`src/tccc_pkg.sv`:
```
// Shared types, codes and reset values of the text console cursor controller.
package tccc_pkg;

  // Command codes sent to the drawing side.
  typedef enum logic [1:0] {
    CMD_PUT     = 2'd0,
    CMD_ROLL    = 2'd1,
    CMD_REFRESH = 2'd2,
    CMD_CLEAR   = 2'd3
  } command_e;

  // Input operations.
  typedef enum logic {
    OP_WRITE    = 1'b0,
    OP_BASELINE = 1'b1
  } operation_e;

  // Configuration register indexes.
  localparam logic [1:0] CFG_LINE_WIDTH    = 2'd0;
  localparam logic [1:0] CFG_WINDOW_HEIGHT = 2'd1;
  localparam logic [1:0] CFG_BUFFER_HEIGHT = 2'd2;
  localparam logic [1:0] CFG_TEXT_ATTR     = 2'd3;

  // Register values after reset.
  localparam logic [7:0] LINE_WIDTH_RST    = 8'd80;
  localparam logic [8:0] WINDOW_HEIGHT_RST = 9'd25;
  localparam logic [8:0] BUFFER_HEIGHT_RST = 9'd100;
  localparam logic [7:0] TEXT_ATTR_RST     = 8'h0F;

  // Control characters.
  localparam logic [7:0] CH_BS  = 8'd8;
  localparam logic [7:0] CH_TAB = 8'd9;
  localparam logic [7:0] CH_LF  = 8'd10;
  localparam logic [7:0] CH_VT  = 8'd11;
  localparam logic [7:0] CH_FF  = 8'd12;
  localparam logic [7:0] CH_CR  = 8'd13;

  // Tab stops fall on multiples of this power of two.
  localparam int TAB_STEP = 4;

  // Most commands one input beat can cause.
  localparam int RESULTS_MAX = 3;

  typedef logic [1:0] res_cnt_t;

  typedef struct packed {
    logic [7:0] line_width;
    logic [8:0] window_height;
    logic [8:0] buffer_height;
    logic [7:0] text_attribute;
  } cfg_t;

  typedef struct packed {
    logic       operation;
    logic [7:0] char_code;
    logic [8:0] requested_baseline;
  } item_t;

  typedef struct packed {
    command_e   command;
    logic [6:0] column;
    logic [7:0] row;
    logic [7:0] out_char;
    logic [7:0] out_attribute;
    logic [7:0] view_baseline;
    logic       last;
  } result_t;

endpackage

```
`src/tccc_step.sv`:
```
// Single-pass cursor, view and command logic for one input beat.
module tccc_step #(
  parameter int MAX_COLUMNS = 128,
  parameter int MAX_LINES   = 256
) (
  input  tccc_pkg::cfg_t                         cfg_i,
  input  tccc_pkg::item_t                        item_i,
  input  logic [$clog2(MAX_COLUMNS+1)-1:0]       col_i,
  input  logic [$clog2(MAX_LINES)-1:0]           row_i,
  input  logic [7:0]                             base_i,
  output logic [$clog2(MAX_COLUMNS+1)-1:0]       next_col_o,
  output logic [$clog2(MAX_LINES)-1:0]           next_row_o,
  output logic [7:0]                             next_base_o,
  output tccc_pkg::result_t                      res_o [tccc_pkg::RESULTS_MAX],
  output tccc_pkg::res_cnt_t                     res_cnt_o
);
  import tccc_pkg::*;

  localparam int CW = $clog2(MAX_COLUMNS + 1);
  localparam int RW = $clog2(MAX_LINES);
  localparam int BW = $clog2(MAX_LINES + 1);
  localparam int XW = ((BW > 8) ? BW : 8) + 1;
  localparam int TW = $clog2(TAB_STEP);

  logic [CW-1:0] width;
  logic [XW-1:0] buf_h, win_h, top, row_x, base_x, y_x;
  logic [7:0]    y;
  logic [CW:0]   tab_col;

  logic          lf_roll;
  logic [RW-1:0] lf_row;
  logic [7:0]    lf_base;
  result_t       lf_res [2];
  res_cnt_t      lf_n;
  res_cnt_t      res_n;

  function automatic result_t mk(command_e cmd, logic [6:0] col, logic [7:0] row,
                                 logic [7:0] ch, logic [7:0] attr, logic [7:0] base);
    result_t r;
    r.command       = cmd;
    r.column        = col;
    r.row           = row;
    r.out_char      = ch;
    r.out_attribute = attr;
    r.view_baseline = base;
    r.last          = 1'b0;
    return r;
  endfunction

  // Effective sizes, saturated into their legal ranges.
  always_comb begin
    if (cfg_i.line_width == '0) begin
      width = CW'(1);
    end else if (9'(cfg_i.line_width) > 9'(MAX_COLUMNS)) begin
      width = CW'(MAX_COLUMNS);
    end else begin
      width = CW'(cfg_i.line_width);
    end

    if (cfg_i.buffer_height == '0) begin
      buf_h = XW'(1);
    end else if (XW'(cfg_i.buffer_height) > XW'(MAX_LINES)) begin
      buf_h = XW'(MAX_LINES);
    end else begin
      buf_h = XW'(cfg_i.buffer_height);
    end

    if (cfg_i.window_height == '0) begin
      win_h = XW'(1);
    end else if (XW'(cfg_i.window_height) > buf_h) begin
      win_h = buf_h;
    end else begin
      win_h = XW'(cfg_i.window_height);
    end
  end

  assign top    = buf_h - win_h;
  assign row_x  = XW'(row_i);
  assign base_x = XW'(base_i);

  // Line feed: step down a row, or roll the buffer on the bottom row.
  always_comb begin
    lf_roll = 1'b0;
    lf_row  = row_i;
    lf_base = base_i;
    if (row_x < buf_h - XW'(1)) begin
      lf_row = row_i + RW'(1);
      if (XW'(lf_row) == base_x + win_h) begin
        lf_base = base_i + 8'd1;
      end
    end else begin
      lf_roll = 1'b1;
      if (base_x < top && base_i != '0) begin
        lf_base = base_i - 8'd1;
      end
    end

    if (lf_roll) begin
      lf_res[0] = mk(CMD_ROLL, '0, '0, '0, '0, base_i);
      lf_res[1] = mk(CMD_REFRESH, '0, '0, '0, '0, lf_base);
      lf_n      = 2'd2;
    end else begin
      lf_res[0] = mk(CMD_REFRESH, '0, '0, '0, '0, lf_base);
      lf_res[1] = mk(CMD_REFRESH, '0, '0, '0, '0, lf_base);
      lf_n      = 2'd1;
    end
  end

  // Requested view baseline, clamped to the cursor row and the top limit.
  always_comb begin
    y_x = XW'(item_i.requested_baseline[7:0]);
    if (y_x > row_x) begin
      y_x = row_x;
    end
    if (y_x >= top) begin
      y_x = top;
    end
    y = item_i.requested_baseline[8] ? 8'd0 : 8'(y_x);
  end

  // Next tab stop, saturated at the line width.
  always_comb begin
    tab_col = {1'b0, col_i[CW-1:TW], TW'(0)} + (CW+1)'(TAB_STEP);
    if (tab_col > {1'b0, width}) begin
      tab_col = {1'b0, width};
    end
  end

  always_comb begin
    next_col_o  = col_i;
    next_row_o  = row_i;
    next_base_o = base_i;
    res_o       = '{default: '0};
    res_n       = '0;

    if (operation_e'(item_i.operation) == OP_BASELINE) begin
      next_base_o = y;
      res_o[0]    = mk(CMD_REFRESH, '0, '0, '0, '0, y);
      res_n       = 2'd1;
    end else begin
      case (item_i.char_code)
        CH_CR: begin
          next_col_o = '0;
        end
        CH_LF: begin
          next_row_o  = lf_row;
          next_base_o = lf_base;
          res_o[0]    = lf_res[0];
          res_o[1]    = lf_res[1];
          res_n       = lf_n;
        end
        CH_VT: begin
          if (col_i != '0) begin
            next_col_o  = '0;
            next_row_o  = lf_row;
            next_base_o = lf_base;
            res_o[0]    = lf_res[0];
            res_o[1]    = lf_res[1];
            res_n       = lf_n;
          end
        end
        CH_BS: begin
          if (col_i != '0) begin
            next_col_o = col_i - CW'(1);
          end else if (row_i != '0) begin
            next_row_o = row_i - RW'(1);
            next_col_o = width - CW'(1);
          end
        end
        CH_FF: begin
          next_col_o  = '0;
          next_row_o  = '0;
          next_base_o = '0;
          res_o[0]    = mk(CMD_CLEAR, '0, '0, '0, '0, base_i);
          res_o[1]    = mk(CMD_REFRESH, '0, '0, '0, '0, 8'd0);
          res_n       = 2'd2;
        end
        CH_TAB: begin
          next_col_o = CW'(tab_col);
        end
        default: begin
          if (col_i >= width) begin
            // Wrap to a fresh line before the character goes down.
            next_row_o   = lf_row;
            next_base_o  = lf_base;
            next_col_o   = CW'(1);
            res_o[0]     = lf_res[0];
            res_o[1]     = lf_res[1];
            res_o[lf_n]  = mk(CMD_PUT, 7'd0, 8'(lf_row), item_i.char_code,
                              cfg_i.text_attribute, lf_base);
            res_n        = lf_n + 2'd1;
          end else begin
            next_col_o = col_i + CW'(1);
            res_o[0]   = mk(CMD_PUT, 7'(col_i), 8'(row_i), item_i.char_code,
                            cfg_i.text_attribute, base_i);
            res_n      = 2'd1;
          end
        end
      endcase
    end

    if (res_n != '0) begin
      res_o[res_n - 2'd1].last = 1'b1;
    end
  end

  assign res_cnt_o = res_n;

endmodule

```
`src/text_console_cursor_control_unit.sv`:
```
// Top level of the text console cursor and scrollback controller.
//
// The controller keeps the cursor (column and buffer row) and the first buffer line shown in the
// view window, and turns each input beat into zero to three command beats for the drawing side:
// put a character, roll the buffer up one line, refresh the view, or clear the buffer. An input
// beat is first captured in an input register; the cursor logic then runs in one pass and loads
// its commands into a three-entry result queue that presents one command beat per cycle while
// out_ready_i is high; input beats that cause no command or one command then stream at one per
// cycle. A beat that causes no command passes straight through even while a finished command
// waits for out_ready_i; a beat that causes commands waits in the input register until the queue
// is empty or is handing over its final entry. A beat that causes more than one command therefore
// holds the input side while the result queue drains, so the rate is set by the queue's single
// output port. Configuration registers are written through the plain write port and take effect
// for the next input beat; they should be written only while the block is idle.

module text_console_cursor_control_unit #(
  parameter int MAX_COLUMNS = 128,
  parameter int MAX_LINES   = 256
) (
  input  logic       clk_i,
  input  logic       rst_ni,

  input  logic       cfg_we_i,
  input  logic [1:0] cfg_index_i,
  input  logic [8:0] cfg_data_i,

  input  logic       in_valid_i,
  output logic       in_ready_o,
  input  logic       operation_i,
  input  logic [7:0] char_code_i,
  input  logic signed [8:0] requested_baseline_i,

  output logic       out_valid_o,
  input  logic       out_ready_i,
  output logic [1:0] command_o,
  output logic [6:0] column_o,
  output logic [7:0] row_o,
  output logic [7:0] out_char_o,
  output logic [7:0] out_attribute_o,
  output logic [7:0] view_baseline_o,
  output logic       last_o
);
  import tccc_pkg::*;

  localparam int COL_W = $clog2(MAX_COLUMNS + 1);
  localparam int ROW_W = $clog2(MAX_LINES);

  // Configuration registers.
  cfg_t cfg_q;

  // Input register.
  logic  item_valid_q;
  item_t item_q;

  // Cursor and view state.
  logic [COL_W-1:0] col_q, col_d;
  logic [ROW_W-1:0] row_q, row_d;
  logic [7:0]       base_q, base_d;

  // Result queue; entry 0 is the one presented on the output.
  result_t  res_q [RESULTS_MAX];
  res_cnt_t cnt_q;

  result_t  step_res [RESULTS_MAX];
  res_cnt_t step_cnt;

  logic pop, room, fire;

  always_ff @(posedge clk_i or negedge rst_ni) begin
    if (!rst_ni) begin
      cfg_q.line_width     <= LINE_WIDTH_RST;
      cfg_q.window_height  <= WINDOW_HEIGHT_RST;
      cfg_q.buffer_height  <= BUFFER_HEIGHT_RST;
      cfg_q.text_attribute <= TEXT_ATTR_RST;
    end else if (cfg_we_i) begin
      case (cfg_index_i)
        CFG_LINE_WIDTH:    cfg_q.line_width     <= cfg_data_i[7:0];
        CFG_WINDOW_HEIGHT: cfg_q.window_height  <= cfg_data_i;
        CFG_BUFFER_HEIGHT: cfg_q.buffer_height  <= cfg_data_i;
        CFG_TEXT_ATTR:     cfg_q.text_attribute <= cfg_data_i[7:0];
        default: begin
        end
      endcase
    end
  end

  // The queue takes a new set of commands when it is empty or is handing over its final entry in
  // this cycle. A beat that causes no command never needs the queue and passes straight through.
  assign pop  = out_valid_o && out_ready_i;
  assign room = (cnt_q == 2'd0) || (cnt_q == 2'd1 && pop);
  assign fire = item_valid_q && (room || step_cnt == 2'd0);

  assign in_ready_o = !item_valid_q || fire;

  always_ff @(posedge clk_i or negedge rst_ni) begin
    if (!rst_ni) begin
      item_valid_q <= 1'b0;
    end else if (in_ready_o) begin
      item_valid_q <= in_valid_i;
    end
  end

  always_ff @(posedge clk_i) begin
    if (in_valid_i && in_ready_o) begin
      item_q.operation          <= operation_i;
      item_q.char_code          <= char_code_i;
      item_q.requested_baseline <= requested_baseline_i;
    end
  end

  tccc_step #(
    .MAX_COLUMNS (MAX_COLUMNS),
    .MAX_LINES   (MAX_LINES)
  ) u_step (
    .cfg_i       (cfg_q),
    .item_i      (item_q),
    .col_i       (col_q),
    .row_i       (row_q),
    .base_i      (base_q),
    .next_col_o  (col_d),
    .next_row_o  (row_d),
    .next_base_o (base_d),
    .res_o       (step_res),
    .res_cnt_o   (step_cnt)
  );

  // The cursor and view only move when the input register hands its beat on.
  always_ff @(posedge clk_i or negedge rst_ni) begin
    if (!rst_ni) begin
      col_q  <= '0;
      row_q  <= '0;
      base_q <= '0;
    end else if (fire) begin
      col_q  <= col_d;
      row_q  <= row_d;
      base_q <= base_d;
    end
  end

  always_ff @(posedge clk_i or negedge rst_ni) begin
    if (!rst_ni) begin
      cnt_q <= '0;
    end else if (fire && step_cnt != 2'd0) begin
      cnt_q <= step_cnt;
    end else if (pop) begin
      cnt_q <= cnt_q - 2'd1;
    end
  end

  // Queue entries carry no reset; the count alone says which are live.
  always_ff @(posedge clk_i) begin
    if (fire && step_cnt != 2'd0) begin
      res_q <= step_res;
    end else if (pop) begin
      res_q[0] <= res_q[1];
      res_q[1] <= res_q[2];
    end
  end

  assign out_valid_o     = (cnt_q != 2'd0);
  assign command_o       = res_q[0].command;
  assign column_o        = res_q[0].column;
  assign row_o           = res_q[0].row;
  assign out_char_o      = res_q[0].out_char;
  assign out_attribute_o = res_q[0].out_attribute;
  assign view_baseline_o = res_q[0].view_baseline;
  assign last_o          = res_q[0].last;

  // The last flag sits exactly on the final entry left in the queue.
  a_last_on_final: assert property (@(posedge clk_i) disable iff (!rst_ni)
    out_valid_o |-> (last_o == (cnt_q == 2'd1)))
    else $error("last flag does not match the queue fill");

  // A beat only passes a busy queue when it adds no commands.
  a_no_overwrite: assert property (@(posedge clk_i) disable iff (!rst_ni)
    (fire && !room) |-> (step_cnt == 2'd0))
    else $error("result queue overwritten while busy");

  // Cursor and view state stay put unless a beat is processed.
  a_state_hold: assert property (@(posedge clk_i) disable iff (!rst_ni)
    !fire |=> ($stable(col_q) && $stable(row_q) && $stable(base_q)))
    else $error("cursor state moved without a beat");

  // A beat waiting in the input register is kept until it is processed.
  a_item_hold: assert property (@(posedge clk_i) disable iff (!rst_ni)
    (item_valid_q && !fire) |=> (item_valid_q && $stable(item_q)))
    else $error("pending input beat lost");

endmodule

```
`config.mk`:
```
export PLATFORM = sky130hd
export DESIGN_NAME = text_console_cursor_control_unit
export DESIGN_NICKNAME = d
export VERILOG_FILES = /design/src/tccc_pkg.sv /design/src/tccc_step.sv /design/src/text_console_cursor_control_unit.sv
export SDC_FILE = /design/constraint.sdc
export NUM_CORES = 1
export LEC_CHECK = 0
export ABC_AREA = 1
export BUFFER_PORTS_ARGS = -buffer_cell sky130_fd_sc_hd__buf_2
export CAP_MARGIN = 15
export CORE_UTILIZATION = 40
export DETAILED_ROUTE_END_ITERATION = 8
export HOLD_SLACK_MARGIN = 0.03
export SETUP_SLACK_MARGIN = 0.3
export SLEW_MARGIN = 5
export SYNTH_ARGS = -nofsm -noshare
export SYNTH_HDL_FRONTEND = slang
export SYNTH_SLANG_ARGS = --single-unit
```
`constraint.sdc`:
```
create_clock -name clk_i -period 4.65 [get_ports clk_i]
set_input_delay 0.2325 -clock clk_i [delete_from_list [all_inputs] [get_ports clk_i]]
set_output_delay 0.2325 -clock clk_i [all_outputs]
set_load 0.05 [all_outputs]
```
==> results.tsv <==
stage	metric	value	unit
logic_synthesis	Post-Synthesis Cells	1588	
placed_design	Buffers on Ports	77	
floorplan	# IOs	78	
placed_design	post-placement cell count	2098	
clock_network	CTS max path bufs	2	
sta	final hold viol count	0	
critical_path	worst r2r dst	view_baseline_o[5]$_DFFE_PP_	
critical_path	critical path class	flip-flop to flip-flop	
clock_network	TritonCTS clock tree	yes	
sta	max-slew violations	0	
logic_synthesis	Avg Inst Size Synth	8.077	µm²
critical_path	max incr delay on CP	0.39	ns
clock_network	CTS Buf Count	17	
grt	Remaining Overflow, GRT	0	
grt	vias in the first global route	10770	
clock_network	Clock transition at path regs	0.08	ns
sta	fin crit share	102.5	%
placed_design	pre-CTS setup slack	-0.3360	ns
critical_path	Crit Path Max Fanout	8	
grt	first-pass GRT wire length	57.95	mm
critical_path	crit end category	flip-flop	
sta	max frequency	209.8	MHz
route	drt first-iter violations	911	
run_status	failing checks	negative setup slack	
logic_synthesis	library cells used by synthesis	55	
floorplan	Starting Density	40.65	%
clock_network	H-Tree Depth	4	
logic_synthesis	synthesized area	0.01283	mm²
critical_path	worst path arrival time	4.99	ns
floorplan	chip height	181.1	µm
floorplan	DIE AREA	0.03278	mm²
min_path	Hold Startpoint	cfg_data_i[6]	
sta	crit path setup slack, layout	-0.1160	ns
sta	clk_skew	0.01317	ns
grt	initial antenna violation count	0	
sta	Finish-stage setup viols	32	
logic_synthesis	Synth Warn #	0	
sta	relative slew slack	34.77	%
logic_synthesis	sequential area share after synthesis	41.75	%
route	1st-pass router iterations	5	
route	Post-DRT Antenna Nets	0	
route	DRC	0	
floorplan	Core Region	0.03156	mm²
critical_path	cell with the most instances on the worst path	nand2_1	
layout	share of cells above drive strength 1	27.67	%
layout	Ant. Diodes	0	
sta	fin crit period	4.766	ns
min_path	WHS Path Cells	3	
route	WL met2	17.22	mm
layout	Post-Layout Cell Count	2180	
logic_synthesis	ys flop type	edfxtp_1	
clock_network	worst-skew pair later-pin latency	0.46	ns
clock_network	Clock Tree Root	clkbuf_16	
sta	RSZ-0062 raised after global routing	true	
min_path	Hold EP	cfg_q[14]$_DFFE_PN1P_	
critical_path	critical path launch point type	flip-flop	
logic_synthesis	asr flop ratio synth	32.45	%
layout	FILL cells	3006	
route	top sig layer	met4	
sta	slew at the pin with the worst max-slew slack	0.9774	ns
run_status	status	finished with violations	
critical_path	Worst Path Required	4.87	ns
logic_synthesis	Post-synth EDFFs	127	
placed_design	dpl hpwl	27.46	mm
route	Total Wirelength	37.15	mm
route	Via density	5.255	
floorplan	die span in x	181.1	µm
critical_path	RR Startpoint	cfg_q[8]$_DFFE_PN0P_	
grt	Total GRT Usage	22.59	%
sta	setup_tns	-1.975	ns
logic_synthesis	syn nets	1706	
critical_path	reg-to-reg slack, setup	-0.12	ns
critical_path	Setup crit start	cfg_q[8]$_DFFE_PN0P_	
flow_run	Max-Cap Viols	0	
layout	synthesis-to-finish area growth	23.12	%
clock_network	CTS Sinks	188	
route	M1 WL	17.06	mm
route	vias	11460	
route	WL/cell	17.04	µm
critical_path	R2R depth	38	
critical_path	slowest CP cell	dfrtp_1	
min_path	Worst Hold Class	primary input to flip-flop	
logic_synthesis	Yosys reg bits	188	
grt	largest net degree at the start of global routing	62	
floorplan	# rows	65	
placed_design	GPL Wtd Cong	0.9277	
layout	nets@finish	1883	
route	met3 routed WL	1.935	mm
-- final cells by class --
class / count / area [µm²] / area share, %
Tap cell: 402 / 503.0 / 3.185
Inverter: 194 / 747.0 / 4.730
Sequential cell: 188 / 5355 / 33.91
Timing Repair Buffer: 238 / 1682 / 10.65
Clock buffer: 17 / 425.4 / 2.694
Multi-Input combinational cell: 1126 / 6912 / 43.77
Clock inverter: 15 / 167.7 / 1.062
-- critical path: cells and delay by family (launching register included) --
kind,cells,cell delay [ns]
xor+xnor,1,0.15
flops,1,0.39
buf+inv,7,0.58
compound gates,3,0.52
simple gates,24,2.03
fa+ha+maj,3,0.83
-- cell usage after synthesis, types with 15 or more instances --
library cell | number | area share (%)
nand2_1 | 399 | 12
inv_1 | 162 | 4.7
nor2_1 | 137 | 4.0
edfxtp_1 | 127 | 30
nand3_1 | 112 | 4.4
o21ai_0 | 88 | 3.4
ha_1 | 82 | 8.0
o21ai_1 | 63 | 2.5
a21oi_1 | 58 | 2.3
dfrtp_1 | 49 | 9.6
buf_4 | 43 | 2.5
inv_2 | 27 | 0.79
nand4_1 | 27 | 1.3
xor2_1 | 26 | 1.8
buf_2 | 22 | 0.86
o31ai_2 | 17 | 1.7
nor3_1 | 15 | 0.59
-- cell families after synthesis --
| logic type | Yosys count | synth area share (%) |
|---|---|---|
| AND/OR/NAND/NOR | 740 | 25.19 |
| flip-flops | 188 | 41.75 |
| XOR/XNOR | 35 | 2.449 |
| AO/OA/AOI/OAI | 267 | 12.47 |
| buffers and inverters | 274 | 9.833 |
| adder cells (fa/ha/maj) | 84 | 8.311 |
-- through the flow --
stage	hold slack [ns]	util [%]	area, µm²
2_1_floorplan	-0.06309	-	12980
3_3_place_gp	0.4108	44.92	14180
3_5_place_dp	0.4107	44.92	14180
4_1_cts	0.09980	48.74	15380
5_1_grt	0.1244	50.04	15790
6_report	0.1060	50.04	15790
-- timing repair --
action / in CTS / in global routing
hold buffers: 21 / 0
buffers inserted: 21 / 8
pin swaps: 50 / 52
hold endpoints to repair: 70 / 0
endpoints found under the setup margin: 32 / 33
gates resized for setup: 61 / 83
-- layout by cell type, fill, tap and decap left out, types with 6 or more instances in the layout --
cell type | netlist | layout
nand2_1 | 399 | 359
inv_1 | 162 | 154
buf_4 | 43 | 133
edfxtp_1 | 127 | 127
nor2_1 | 137 | 123
nand3_1 | 112 | 86
o21ai_0 | 88 | 78
buf_2 | 22 | 77
ha_1 | 82 | 68
o21ai_1 | 63 | 66
dfrtp_1 | 49 | 49
nand2_2 | 10 | 45
a21oi_1 | 58 | 42
inv_2 | 27 | 34
nand4_1 | 27 | 27
xor2_1 | 26 | 25
nand3_2 | 3 | 25
dlygate4sd3_1 | 0 | 21
nor2_2 | 7 | 18
o31ai_2 | 17 | 17
clkbuf_16 | 0 | 17
a21oi_2 | 1 | 15
o21ai_2 | 8 | 13
dfstp_2 | 12 | 12
nor3_1 | 15 | 11
ha_4 | 0 | 11
nor2_4 | 4 | 7
xnor2_1 | 8 | 7
nand3b_1 | 6 | 6
nand2_4 | 4 | 6
o31ai_1 | 6 | 6
o211ai_1 | 6 | 6
buf_6 | 4 | 6
-- worst max-delay path by stage --
stage,endpoint,slack (ns),cells past startpoint
final,view_baseline_o[5]$_DFFE_PP_,-0.12,38
after floorplan,view_baseline_o[7]$_DFFE_PP_,0.01,35
after detailed placement,res_q[45]$_DFFE_PP_,-0.34,35
after global placement,res_q[3]$_SDFFCE_PP0P_,-0.20,39
after CTS,view_baseline_o[2]$_DFFE_PP_,-0.008,34
after global routing,base_q[5]$_DFFE_PN0P_,-0.54,35
-- flip-flops by register name (all words and copies together) (netlist names), 2 cells and up --
name	cells
base_q	8
item_q	18
column_o	7
out_char_o	8
row_q	8
cnt_q	2
cfg_q	34
view_baseline_o	8
command_o	2
res_q	67
out_attribute_o	8
col_q	8
row_o	8
-- routing by layer --
layer	up-vias	global-route usage, %
li1	5653	-
met1	5399	31.45
met2	351	36.28
met3	52	2.641
met4	0	8.034
met5	-	0
Power is not shown: default switching activity piles up to over one toggle a cycle in this logic, so the estimate is an artifact.
